### config.mk
export PLATFORM = sky130hd
export DESIGN_NAME = source_token_scanner
export DESIGN_NICKNAME = d
export VERILOG_FILES = /design/src/rtl/core/stt_pkg.sv /design/src/rtl/core/source_token_scanner.sv /design/src/rtl/core/stt_scan_core.sv /design/src/rtl/core/stt_out_queue.sv
export SDC_FILE = /design/constraint.sdc
export NUM_CORES = 1
export LEC_CHECK = 0
export BUFFER_PORTS_ARGS = -buffer_cell sky130_fd_sc_hd__buf_4
export CORE_MARGIN = 2
export CORE_UTILIZATION = 40
export CTS_CLUSTER_DIAMETER = 30
export DETAILED_ROUTE_END_ITERATION = 7
export REMOVE_ABC_BUFFERS = 1
export SYNTH_ARGS = -nofsm -noshare
export SYNTH_HDL_FRONTEND = slang
export SYNTH_SLANG_ARGS = --single-unit
### constraint.sdc
create_clock -name aclk -period 7.5 [get_ports aclk]
set_input_delay 1.125 -clock aclk [delete_from_list [all_inputs] [get_ports aclk]]
set_output_delay 1.125 -clock aclk [all_outputs]
set_load 0.005 [all_outputs]
### src/rtl/core/stt_pkg.sv
// Shared types and constants for the source token scanner.
// Used by stt_scan_core, stt_out_queue and source_token_scanner; no dependencies.

package stt_pkg;

    localparam int MAX_TOKEN_LEN_DEFAULT = 32;
    localparam int POS_WIDTH_DEFAULT     = 32;
    localparam int QUEUE_DEPTH           = 4;

    localparam logic [4:0] KIND_EOF    = 5'd0;
    localparam logic [4:0] KIND_IDENT  = 5'd1;
    localparam logic [4:0] KIND_FUNC   = 5'd2;
    localparam logic [4:0] KIND_RETURN = 5'd3;
    localparam logic [4:0] KIND_INT    = 5'd4;
    localparam logic [4:0] KIND_LPAREN = 5'd5;
    localparam logic [4:0] KIND_RPAREN = 5'd6;
    localparam logic [4:0] KIND_COLON  = 5'd7;
    localparam logic [4:0] KIND_COMMA  = 5'd8;
    localparam logic [4:0] KIND_LBRACE = 5'd9;
    localparam logic [4:0] KIND_RBRACE = 5'd10;
    localparam logic [4:0] KIND_PLUS   = 5'd11;
    localparam logic [4:0] KIND_MINUS  = 5'd12;
    localparam logic [4:0] KIND_STAR   = 5'd13;
    localparam logic [4:0] KIND_SLASH  = 5'd14;
    localparam logic [4:0] KIND_ARROW  = 5'd15;
    localparam logic [4:0] KIND_EQEQ   = 5'd16;

    typedef struct packed {
        logic [4:0]  token_kind;
        logic [31:0] start_pos;
        logic [5:0]  token_length;
        logic [30:0] int_value;
        logic        leading_space;
        logic        last_result;
    } token_result_t;

    // Results produced by one accepted request, packed from the first slot.
    typedef struct packed {
        logic [1:0]    count;
        token_result_t first;
        token_result_t second;
    } result_push_t;

endpackage

### src/rtl/core/source_token_scanner.sv
// Source token scanner: takes one source byte per request and returns tokens
// (kind, start offset, length, integer value, leading-space flag). Each byte is
// held for one request so that the next byte serves as lookahead; an
// end-of-input request flushes the held byte and adds an end-of-file token,
// then the scanner restarts at offset zero. One request is accepted per clock
// cycle while the four-entry result queue has two free slots; s_ready drops only
// when results back up at m_ready. The results of a request are written into
// the result queue, which is registered. Depends on stt_pkg, stt_scan_core and
// stt_out_queue.

module source_token_scanner #(
    parameter int MAX_TOKEN_LEN = stt_pkg::MAX_TOKEN_LEN_DEFAULT,
    parameter int POS_WIDTH     = stt_pkg::POS_WIDTH_DEFAULT
) (
    input  logic        aclk,
    input  logic        aresetn,
    input  logic        s_valid,
    output logic        s_ready,
    input  logic [7:0]  s_char_code,
    input  logic        s_end_of_input,
    output logic        m_valid,
    input  logic        m_ready,
    output logic [4:0]  m_token_kind,
    output logic [31:0] m_start_pos,
    output logic [5:0]  m_token_length,
    output logic [30:0] m_int_value,
    output logic        m_leading_space,
    output logic        m_last_result
);

    stt_pkg::result_push_t  push;
    stt_pkg::token_result_t head;
    logic                   accept;
    logic                   room;

    assign s_ready = room;
    assign accept  = s_valid && room;

    stt_scan_core #(
        .MAX_TOKEN_LEN (MAX_TOKEN_LEN),
        .POS_WIDTH     (POS_WIDTH)
    ) u_scan_core (
        .aclk         (aclk),
        .aresetn      (aresetn),
        .accept       (accept),
        .char_code    (s_char_code),
        .end_of_input (s_end_of_input),
        .push         (push)
    );

    stt_out_queue u_out_queue (
        .aclk      (aclk),
        .aresetn   (aresetn),
        .push      (push),
        .pop_ready (m_ready),
        .room      (room),
        .out_valid (m_valid),
        .out_data  (head)
    );

    assign m_token_kind    = head.token_kind;
    assign m_start_pos     = head.start_pos;
    assign m_token_length  = head.token_length;
    assign m_int_value     = head.int_value;
    assign m_leading_space = head.leading_space;
    assign m_last_result   = head.last_result;

endmodule

### src/rtl/core/stt_scan_core.sv
// Scanner state and per-character token logic for the source token scanner.
// Depends on stt_pkg for the result types and token kind codes.

module stt_scan_core #(
    parameter int MAX_TOKEN_LEN = stt_pkg::MAX_TOKEN_LEN_DEFAULT,
    parameter int POS_WIDTH     = stt_pkg::POS_WIDTH_DEFAULT
) (
    input  logic                 aclk,
    input  logic                 aresetn,
    input  logic                 accept,
    input  logic [7:0]           char_code,
    input  logic                 end_of_input,
    output stt_pkg::result_push_t push
);

    localparam int LEN_W = $clog2(MAX_TOKEN_LEN + 1);
    localparam logic [LEN_W-1:0] LEN_MAX = LEN_W'(MAX_TOKEN_LEN);
    localparam logic [34:0] INT_SAT = 35'd2147483647;

    localparam logic [7:0] CH_NEWLINE = 8'h0A;
    localparam logic [7:0] CH_SPACE   = 8'h20;
    localparam logic [7:0] CH_TAB     = 8'h09;
    localparam logic [7:0] CH_CR      = 8'h0D;
    localparam logic [7:0] CH_LPAREN  = 8'h28;
    localparam logic [7:0] CH_RPAREN  = 8'h29;
    localparam logic [7:0] CH_STAR    = 8'h2A;
    localparam logic [7:0] CH_PLUS    = 8'h2B;
    localparam logic [7:0] CH_COMMA   = 8'h2C;
    localparam logic [7:0] CH_MINUS   = 8'h2D;
    localparam logic [7:0] CH_DOT     = 8'h2E;
    localparam logic [7:0] CH_SLASH   = 8'h2F;
    localparam logic [7:0] CH_ZERO    = 8'h30;
    localparam logic [7:0] CH_NINE    = 8'h39;
    localparam logic [7:0] CH_COLON   = 8'h3A;
    localparam logic [7:0] CH_EQUALS  = 8'h3D;
    localparam logic [7:0] CH_GT      = 8'h3E;
    localparam logic [7:0] CH_LBRACE  = 8'h7B;
    localparam logic [7:0] CH_RBRACE  = 8'h7D;

    function automatic logic [7:0] func_char(input logic [2:0] idx);
        logic [7:0] ch;
        case (idx)
            3'd0:    ch = 8'h66;
            3'd1:    ch = 8'h75;
            3'd2:    ch = 8'h6E;
            3'd3:    ch = 8'h63;
            default: ch = 8'h00;
        endcase
        return ch;
    endfunction

    function automatic logic [7:0] return_char(input logic [2:0] idx);
        logic [7:0] ch;
        case (idx)
            3'd0:    ch = 8'h72;
            3'd1:    ch = 8'h65;
            3'd2:    ch = 8'h74;
            3'd3:    ch = 8'h75;
            3'd4:    ch = 8'h72;
            3'd5:    ch = 8'h6E;
            default: ch = 8'h00;
        endcase
        return ch;
    endfunction

    function automatic logic is_space(input logic [7:0] ch);
        return ch == CH_SPACE || (ch >= CH_TAB && ch <= CH_CR);
    endfunction

    logic [7:0]           held_char_reg, held_char_next;
    logic                 held_valid_reg, held_valid_next;
    logic [LEN_W-1:0]     len_reg, len_next;
    logic [POS_WIDTH-1:0] start_reg, start_next;
    logic [POS_WIDTH-1:0] pos_reg, pos_next;
    logic [30:0]          acc_reg, acc_next;
    logic                 all_digits_reg, all_digits_next;
    logic                 func_match_reg, func_match_next;
    logic                 return_match_reg, return_match_next;
    logic                 space_reg, space_next;
    logic                 comment_reg, comment_next;
    logic [7:0]           first_reg, first_next;

    // Scan results for the held character.
    logic [LEN_W-1:0]     sc_len;
    logic [POS_WIDTH-1:0] sc_start;
    logic [POS_WIDTH-1:0] sc_pos;
    logic [30:0]          sc_acc;
    logic                 sc_all_digits;
    logic                 sc_func;
    logic                 sc_return;
    logic                 sc_space;
    logic                 sc_comment;
    logic [7:0]           sc_first;
    logic                 sc_emit;
    stt_pkg::token_result_t sc_res;
    stt_pkg::token_result_t eof_res;

    logic [7:0]           c;
    logic [7:0]           la_char;
    logic                 la_end;
    logic                 ends_word;
    logic                 two;
    logic                 found;
    logic [4:0]           kind;
    logic [LEN_W-1:0]     len_inc;
    logic [34:0]          prod;

    assign c       = held_char_reg;
    assign la_end  = end_of_input;
    assign la_char = char_code;
    assign ends_word = la_end || is_space(la_char) ||
                       (la_char inside {CH_COMMA, CH_DOT, CH_LPAREN, CH_RPAREN,
                                        CH_LBRACE, CH_RBRACE, CH_COLON, CH_MINUS});

    always_comb begin
        sc_len        = len_reg;
        sc_start      = start_reg;
        sc_pos        = pos_reg;
        sc_acc        = acc_reg;
        sc_all_digits = all_digits_reg;
        sc_func       = func_match_reg;
        sc_return     = return_match_reg;
        sc_space      = space_reg;
        sc_comment    = comment_reg;
        sc_first      = first_reg;
        sc_emit       = 1'b0;
        sc_res        = '0;
        two           = 1'b0;
        found         = 1'b0;
        kind          = stt_pkg::KIND_EOF;
        len_inc       = len_reg;
        prod          = '0;
        if (held_valid_reg) begin
            sc_pos = pos_reg + POS_WIDTH'(1);
            if (comment_reg) begin
                if (c == CH_NEWLINE) begin
                    sc_comment = 1'b0;
                    sc_space   = 1'b0;
                end
            end else if (len_reg == '0 && is_space(c)) begin
                sc_space = 1'b1;
            end else begin
                if (len_reg == '0) begin
                    sc_start      = pos_reg;
                    sc_first      = c;
                    sc_all_digits = 1'b1;
                    sc_func       = 1'b1;
                    sc_return     = 1'b1;
                    sc_acc        = '0;
                end
                sc_func   = sc_func && len_reg < LEN_W'(4) && c == func_char(len_reg[2:0]);
                sc_return = sc_return && len_reg < LEN_W'(6) &&
                            c == return_char(len_reg[2:0]);
                if (c >= CH_ZERO && c <= CH_NINE) begin
                    prod = ({4'b0, sc_acc} << 3) + ({4'b0, sc_acc} << 1) +
                           35'(c - CH_ZERO);
                    sc_acc = (prod > INT_SAT) ? INT_SAT[30:0] : prod[30:0];
                end else begin
                    sc_all_digits = 1'b0;
                end
                len_inc = (len_reg < LEN_MAX) ? len_reg + LEN_W'(1) : len_reg;
                sc_len  = len_inc;
                two     = len_inc == LEN_W'(2);
                if (two && sc_first == CH_SLASH && c == CH_SLASH) begin
                    sc_comment = 1'b1;
                    sc_len     = '0;
                end else begin
                    case (c)
                        CH_LPAREN: begin found = 1'b1; kind = stt_pkg::KIND_LPAREN; end
                        CH_RPAREN: begin found = 1'b1; kind = stt_pkg::KIND_RPAREN; end
                        CH_COLON:  begin found = 1'b1; kind = stt_pkg::KIND_COLON;  end
                        CH_COMMA:  begin found = 1'b1; kind = stt_pkg::KIND_COMMA;  end
                        CH_LBRACE: begin found = 1'b1; kind = stt_pkg::KIND_LBRACE; end
                        CH_RBRACE: begin found = 1'b1; kind = stt_pkg::KIND_RBRACE; end
                        CH_PLUS:   begin found = 1'b1; kind = stt_pkg::KIND_PLUS;   end
                        CH_STAR:   begin found = 1'b1; kind = stt_pkg::KIND_STAR;   end
                        CH_MINUS: begin
                            if (la_end || la_char != CH_GT) begin
                                found = 1'b1;
                                kind  = stt_pkg::KIND_MINUS;
                            end
                        end
                        CH_SLASH: begin
                            if (la_end || la_char != CH_SLASH) begin
                                found = 1'b1;
                                kind  = stt_pkg::KIND_SLASH;
                            end
                        end
                        default: begin
                        end
                    endcase
                    if (!found && two && sc_first == CH_MINUS && c == CH_GT) begin
                        found = 1'b1;
                        kind  = stt_pkg::KIND_ARROW;
                    end
                    if (!found && two && sc_first == CH_EQUALS && c == CH_EQUALS) begin
                        found = 1'b1;
                        kind  = stt_pkg::KIND_EQEQ;
                    end
                    if (!found && ends_word) begin
                        found = 1'b1;
                        if (sc_func && len_inc == LEN_W'(4)) begin
                            kind = stt_pkg::KIND_FUNC;
                        end else if (sc_return && len_inc == LEN_W'(6)) begin
                            kind = stt_pkg::KIND_RETURN;
                        end else if (sc_all_digits) begin
                            kind = stt_pkg::KIND_INT;
                        end else begin
                            kind = stt_pkg::KIND_IDENT;
                        end
                    end
                    if (found) begin
                        sc_emit             = 1'b1;
                        sc_res.token_kind   = kind;
                        sc_res.start_pos    = 32'(sc_start);
                        sc_res.token_length = 6'(len_inc);
                        if (kind == stt_pkg::KIND_INT) begin
                            sc_res.int_value     = sc_acc;
                            sc_res.leading_space = sc_space;
                        end
                        sc_len   = '0;
                        sc_space = 1'b0;
                    end
                end
            end
        end
    end

    always_comb begin
        eof_res             = '0;
        eof_res.token_kind  = stt_pkg::KIND_EOF;
        eof_res.start_pos   = 32'(sc_pos);
        eof_res.last_result = 1'b1;
    end

    always_comb begin
        held_char_next    = held_char_reg;
        held_valid_next   = held_valid_reg;
        len_next          = len_reg;
        start_next        = start_reg;
        pos_next          = pos_reg;
        acc_next          = acc_reg;
        all_digits_next   = all_digits_reg;
        func_match_next   = func_match_reg;
        return_match_next = return_match_reg;
        space_next        = space_reg;
        comment_next      = comment_reg;
        first_next        = first_reg;
        push              = '0;
        if (accept) begin
            if (end_of_input) begin
                // The source ends here: flush the held character, then start afresh.
                held_char_next    = '0;
                held_valid_next   = 1'b0;
                len_next          = '0;
                start_next        = '0;
                pos_next          = '0;
                acc_next          = '0;
                all_digits_next   = 1'b1;
                func_match_next   = 1'b1;
                return_match_next = 1'b1;
                space_next        = 1'b0;
                comment_next      = 1'b0;
                first_next        = '0;
                if (sc_emit) begin
                    push.count  = 2'd2;
                    push.first  = sc_res;
                    push.second = eof_res;
                end else begin
                    push.count = 2'd1;
                    push.first = eof_res;
                end
            end else begin
                held_char_next    = char_code;
                held_valid_next   = 1'b1;
                len_next          = sc_len;
                start_next        = sc_start;
                pos_next          = sc_pos;
                acc_next          = sc_acc;
                all_digits_next   = sc_all_digits;
                func_match_next   = sc_func;
                return_match_next = sc_return;
                space_next        = sc_space;
                comment_next      = sc_comment;
                first_next        = sc_first;
                if (sc_emit) begin
                    push.count             = 2'd1;
                    push.first             = sc_res;
                    push.first.last_result = 1'b1;
                end
            end
        end
    end

    always_ff @(posedge aclk) begin
        if (!aresetn) begin
            held_char_reg    <= '0;
            held_valid_reg   <= 1'b0;
            len_reg          <= '0;
            start_reg        <= '0;
            pos_reg          <= '0;
            acc_reg          <= '0;
            all_digits_reg   <= 1'b1;
            func_match_reg   <= 1'b1;
            return_match_reg <= 1'b1;
            space_reg        <= 1'b0;
            comment_reg      <= 1'b0;
            first_reg        <= '0;
        end else begin
            held_char_reg    <= held_char_next;
            held_valid_reg   <= held_valid_next;
            len_reg          <= len_next;
            start_reg        <= start_next;
            pos_reg          <= pos_next;
            acc_reg          <= acc_next;
            all_digits_reg   <= all_digits_next;
            func_match_reg   <= func_match_next;
            return_match_reg <= return_match_next;
            space_reg        <= space_next;
            comment_reg      <= comment_next;
            first_reg        <= first_next;
        end
    end

    a_end_clears_state: assert property (@(posedge aclk) disable iff (!aresetn)
        accept && end_of_input |=> !held_valid_reg && pos_reg == '0 && len_reg == '0)
        else $error("end of input did not return the scanner to its initial state");

    a_eof_follows_token: assert property (@(posedge aclk) disable iff (!aresetn)
        push.count == 2'd2 |-> push.second.token_kind == stt_pkg::KIND_EOF &&
                               push.second.last_result && !push.first.last_result)
        else $error("two results from one request without a closing eof token");

endmodule

### src/rtl/core/stt_out_queue.sv
// Four-entry result queue taking up to two results per cycle and giving one while pop_ready is high.
// Depends on stt_pkg for the result types and the queue depth.

module stt_out_queue (
    input  logic                   aclk,
    input  logic                   aresetn,
    input  stt_pkg::result_push_t  push,
    input  logic                   pop_ready,
    output logic                   room,
    output logic                   out_valid,
    output stt_pkg::token_result_t out_data
);

    localparam int DEPTH = stt_pkg::QUEUE_DEPTH;
    localparam int PTR_W = $clog2(DEPTH);
    localparam int CNT_W = $clog2(DEPTH + 1);

    stt_pkg::token_result_t entry_reg [DEPTH];
    logic [PTR_W-1:0] wr_ptr_reg, wr_ptr_next;
    logic [PTR_W-1:0] rd_ptr_reg, rd_ptr_next;
    logic [CNT_W-1:0] count_reg, count_next;
    logic             pop;

    assign out_valid = count_reg != '0;
    assign out_data  = entry_reg[rd_ptr_reg];
    assign room      = count_reg <= CNT_W'(DEPTH - 2);
    assign pop       = out_valid && pop_ready;

    always_comb begin
        wr_ptr_next = wr_ptr_reg + PTR_W'(push.count);
        rd_ptr_next = pop ? rd_ptr_reg + PTR_W'(1) : rd_ptr_reg;
        count_next  = count_reg + CNT_W'(push.count) - CNT_W'(pop);
    end

    always_ff @(posedge aclk) begin
        if (push.count != 2'd0) begin
            entry_reg[wr_ptr_reg] <= push.first;
        end
        if (push.count == 2'd2) begin
            entry_reg[wr_ptr_reg + PTR_W'(1)] <= push.second;
        end
    end

    always_ff @(posedge aclk) begin
        if (!aresetn) begin
            wr_ptr_reg <= '0;
            rd_ptr_reg <= '0;
            count_reg  <= '0;
        end else begin
            wr_ptr_reg <= wr_ptr_next;
            rd_ptr_reg <= rd_ptr_next;
            count_reg  <= count_next;
        end
    end

    a_count_bounded: assert property (@(posedge aclk) disable iff (!aresetn)
        count_reg <= CNT_W'(DEPTH))
        else $error("result queue holds more entries than its depth");

    a_push_needs_room: assert property (@(posedge aclk) disable iff (!aresetn)
        push.count != 2'd0 |-> room)
        else $error("results pushed while the queue lacked room for two");

    a_pop_alone_drains: assert property (@(posedge aclk) disable iff (!aresetn)
        pop && push.count == 2'd0 |=> count_reg == $past(count_reg) - CNT_W'(1))
        else $error("result queue occupancy did not fall after a pop");

endmodule

==> results_dict.tcl <==
set metrics [dict create \
    status "finished clean" \
    htreeDepth 3 \
    ys_ff_latch 436 \
    timing.final.hold_violations 0 \
    slew_violations 0 \
    critical_path_class "reg -> reg" \
    setup-violations-final 0 \
    post_synth_instance_area_mm2 0.0231 \
    p_seq_share_pct 33.0 \
    clock_tree.root_cell "clkbuf_16" \
    die_height_um 244 \
    clkLatencyLatePin_ps 640 \
    drt_wl_total_um 72500 \
    p_leak_uw 0.00989 \
    layout-drive-gt1-share_pct 16.9 \
    synth_sequential_area_ratio_pct 43.5 \
    boundaryPins 91 \
    numClockSinks 436 \
    finish.net_count 2476 \
    yosys_most_used_dff "dfxtp_1" \
    synth_area_leaders "dfxtp_1, edfxtp_1, mux4_2" \
    worst_clock_skew_ps 39.7 \
    data_arrival_time_at_the_worst_slack_endpoint_ps 6340 \
    synthDistinctLibCells 91 \
    clock_edge_transition_at_the_registers_on_the_reported_setup_and_hold_paths_ps 50 \
    yosysTopAreaCell "dfxtp_1" \
    cp_max_fo 39 \
    grt_max_degree 70 \
    globalRouteOverflowTotal 0 \
    swShare_pct 28.1 \
    setup-tns-final_ps 0 \
    timing.critical_path.to_type "register" \
    intPower_uw 5700 \
    cts-root-to-sink-buffers 3 \
    most_common_cell_after_layout_fill_and_taps_aside "dfxtp_1" \
    global_placement_routability_congestion 0.882 \
    number_of_flip_flops_in_the_largest_register 304 \
    post_synth_inst_count 2345 \
    drtIter0Drc 1759 \
    ys_async_sr_fraction_pct 0 \
    dr.pass1.iters 6 \
    route.detailed.drc 0 \
    maxSlewHeadroom_pct 15.1 \
    dr.max_layer_used "met4" \
    fin_util_pct 48.0 \
    placeableCoreArea_mm2 0.0574 \
    met3_routed_wirelength_um 5390 \
    dr_wl_met2_um 33800 \
    syn2layout_area_growth_pct 19.0 \
    dr_total_vias 19377 \
    number_of_enable_type_register_cells_in_the_synthesized_netlist 132 \
    postRouteAntennaNets 0 \
    cts_resized 0 \
    timing.critical_path.from_type "register" \
    final.period_utilization_pct 78.2 \
    rsz_0062_raised_after_global_routing "false" \
    port_buffers 90 \
    clock_tree_from_tritoncts "done" \
    combinational_fraction_of_design_power_pct 15.6 \
    worst_ep_required_time_ps 7980 \
    floorplan.die_area_mm2 0.0597 \
    commonest_non_fill_non_tap_cells_in_the_layout "dfxtp_1, nand2_1, o21ai_0" \
    rows 88 \
    worstHoldPathType "reg -> reg" \
    layout_min_cycle_time_ps 5870 \
    achievable-frequency_mhz 170 \
    clock_network_fraction_of_design_power_pct 51.4 \
    power.net_switching_uw 2230 \
    antenna_found_initial 1 \
    die-width_um 244 \
    avgRoutedWirePerCell_um 22.5 \
    vdd_ir_drop_max_mv 0.194 \
    cap_viol_max_count 0 \
    cts_hold_buf 0 \
    r2r_setup_slack_ps 1630 \
    place_hpwl_um 46200 \
    first_global_vias 19236 \
    first_pass_grt_wire_length_um 111000 \
    worst-slew-pin-transition_ps 1270 \
    detail_route.wirelength.met1_um 31400 \
    start_util_pct 40.3 \
    grt_use_total_pct 24.0 \
    synthDominantCellAreaShare_pct 26.3 \
    detail_route.vias_per_cell 6.01 \
    power.density_mw_per_mm2 288 \
    yosysWarnings 0 \
    numCtsBuffers 88 \
    post_synth.cell_area_avg_um2 9.86 \
    cts_setup_buffers 0 \
]
## power by group through the flow
stage | logic [µW] | clock network [µW] | registers [µW]
6_report | 1240 | 4080 | 2620
5_1_grt | 1330 | 4240 | 2630
4_1_cts | 1240 | 4120 | 2620
3_5_place_dp | 1230 | 0 | 2670
3_3_place_gp | 1220 | 0 | 2660
2_1_floorplan | 709 | 0 | 2680
## layer usage
layer,vias up,track usage (%)
met4,0,8.79
met2,788,39.1
met1,9651,32.4
met3,132,3.56
li1,8806,-
met5,-,0
## kinds of logic after synthesis
kind of cell / Yosys count / share of synthesized area, %
AND/OR/NAND/NOR: 735 / 15.8
AO/OA/AOI/OAI: 702 / 20.5
flip-flops: 436 / 43.5
buffers and inverters: 226 / 4.01
multiplexers: 89 / 7.97
adder cells (fa/ha/maj): 80 / 5.27
XOR/XNOR: 77 / 2.95
## worst max-delay path, stage by stage, from the launching register on
cell and delay, ps:
dfxtp_1 570, inv_1 230, ha_1 290, nor2b_2 200, nand2_2 480, and2_1 300, fa_1 440, ha_1 410
a21oi_1 240, o21ai_0 170, o31a_1 330, a211oi_1 540, a211oi_1 200, nor3b_1 250, nand4_1 100, buf_4 300
nor2_1 490, o21ai_1 140
## path summary, 6_finish.rpt
path	startpoint	end	cells past startpoint
max reg2reg	u_scan_core.len_reg[1]$_SDFFE_PN0P_	u_out_queue.entry_reg[2][18]$_SDFFE_PP0P_	17
max	u_scan_core.len_reg[1]$_SDFFE_PN0P_	u_out_queue.entry_reg[2][18]$_SDFFE_PP0P_	17
min	u_out_queue.entry_reg[1][9]$_SDFFE_PP0P_	u_out_queue.entry_reg[1][9]$_SDFFE_PP0P_	2
min reg2reg	u_out_queue.entry_reg[1][9]$_SDFFE_PP0P_	u_out_queue.entry_reg[1][9]$_SDFFE_PP0P_	2
## layout make-up
type / instances / area [µm²]
multi-input combinational: 1683 / 12200
sequential: 436 / 10100
inverter: 44 / 165
antenna: 1 / 2.50
fill: 5206 / 29900
tap: 765 / 957
clock inverter: 64 / 797
clock buffer: 100 / 2340
timing repair buffer: 130 / 988
## cells in the mapped netlist, types with 9 or more instances
master / n
a21boi_0: 12
a21o_1: 17
a21oi_1: 91
a222oi_1: 10
a22o_1: 74
a22oi_1: 50
a31oi_1: 11
and2_1: 57
and3_1: 21
buf_1: 9
buf_2: 26
buf_4: 9
clkbuf_1: 133
dfxtp_1: 304
edfxtp_1: 132
fa_1: 29
ha_1: 51
inv_1: 43
mux2i_1: 13
mux4_2: 76
nand2_1: 291
nand2b_1: 13
nand3_1: 34
nand4_1: 26
nor2_1: 105
nor2b_1: 89
nor3_1: 28
nor3b_1: 10
o211ai_1: 14
o21a_1: 14
o21ai_0: 139
o21ai_1: 50
o22ai_1: 106
o2bb2ai_1: 31
or3_1: 11
xnor2_1: 37
xor2_1: 39
## metrics by stage
stage	setup WS [ps]	std cells	instance area (µm²)	total power (µW)	hold WS, ps
detailed placement	1680	3058	24400	3900	437
floorplan	447	2163	22400	3380	420
global route	1150	3222	27500	8200	468
CTS	1650	3222	27500	7970	448
global placement	1700	3058	24400	3880	429
finish	1630	3223	27500	7930	444
Note: power is estimated with default switching activity, not from simulation.
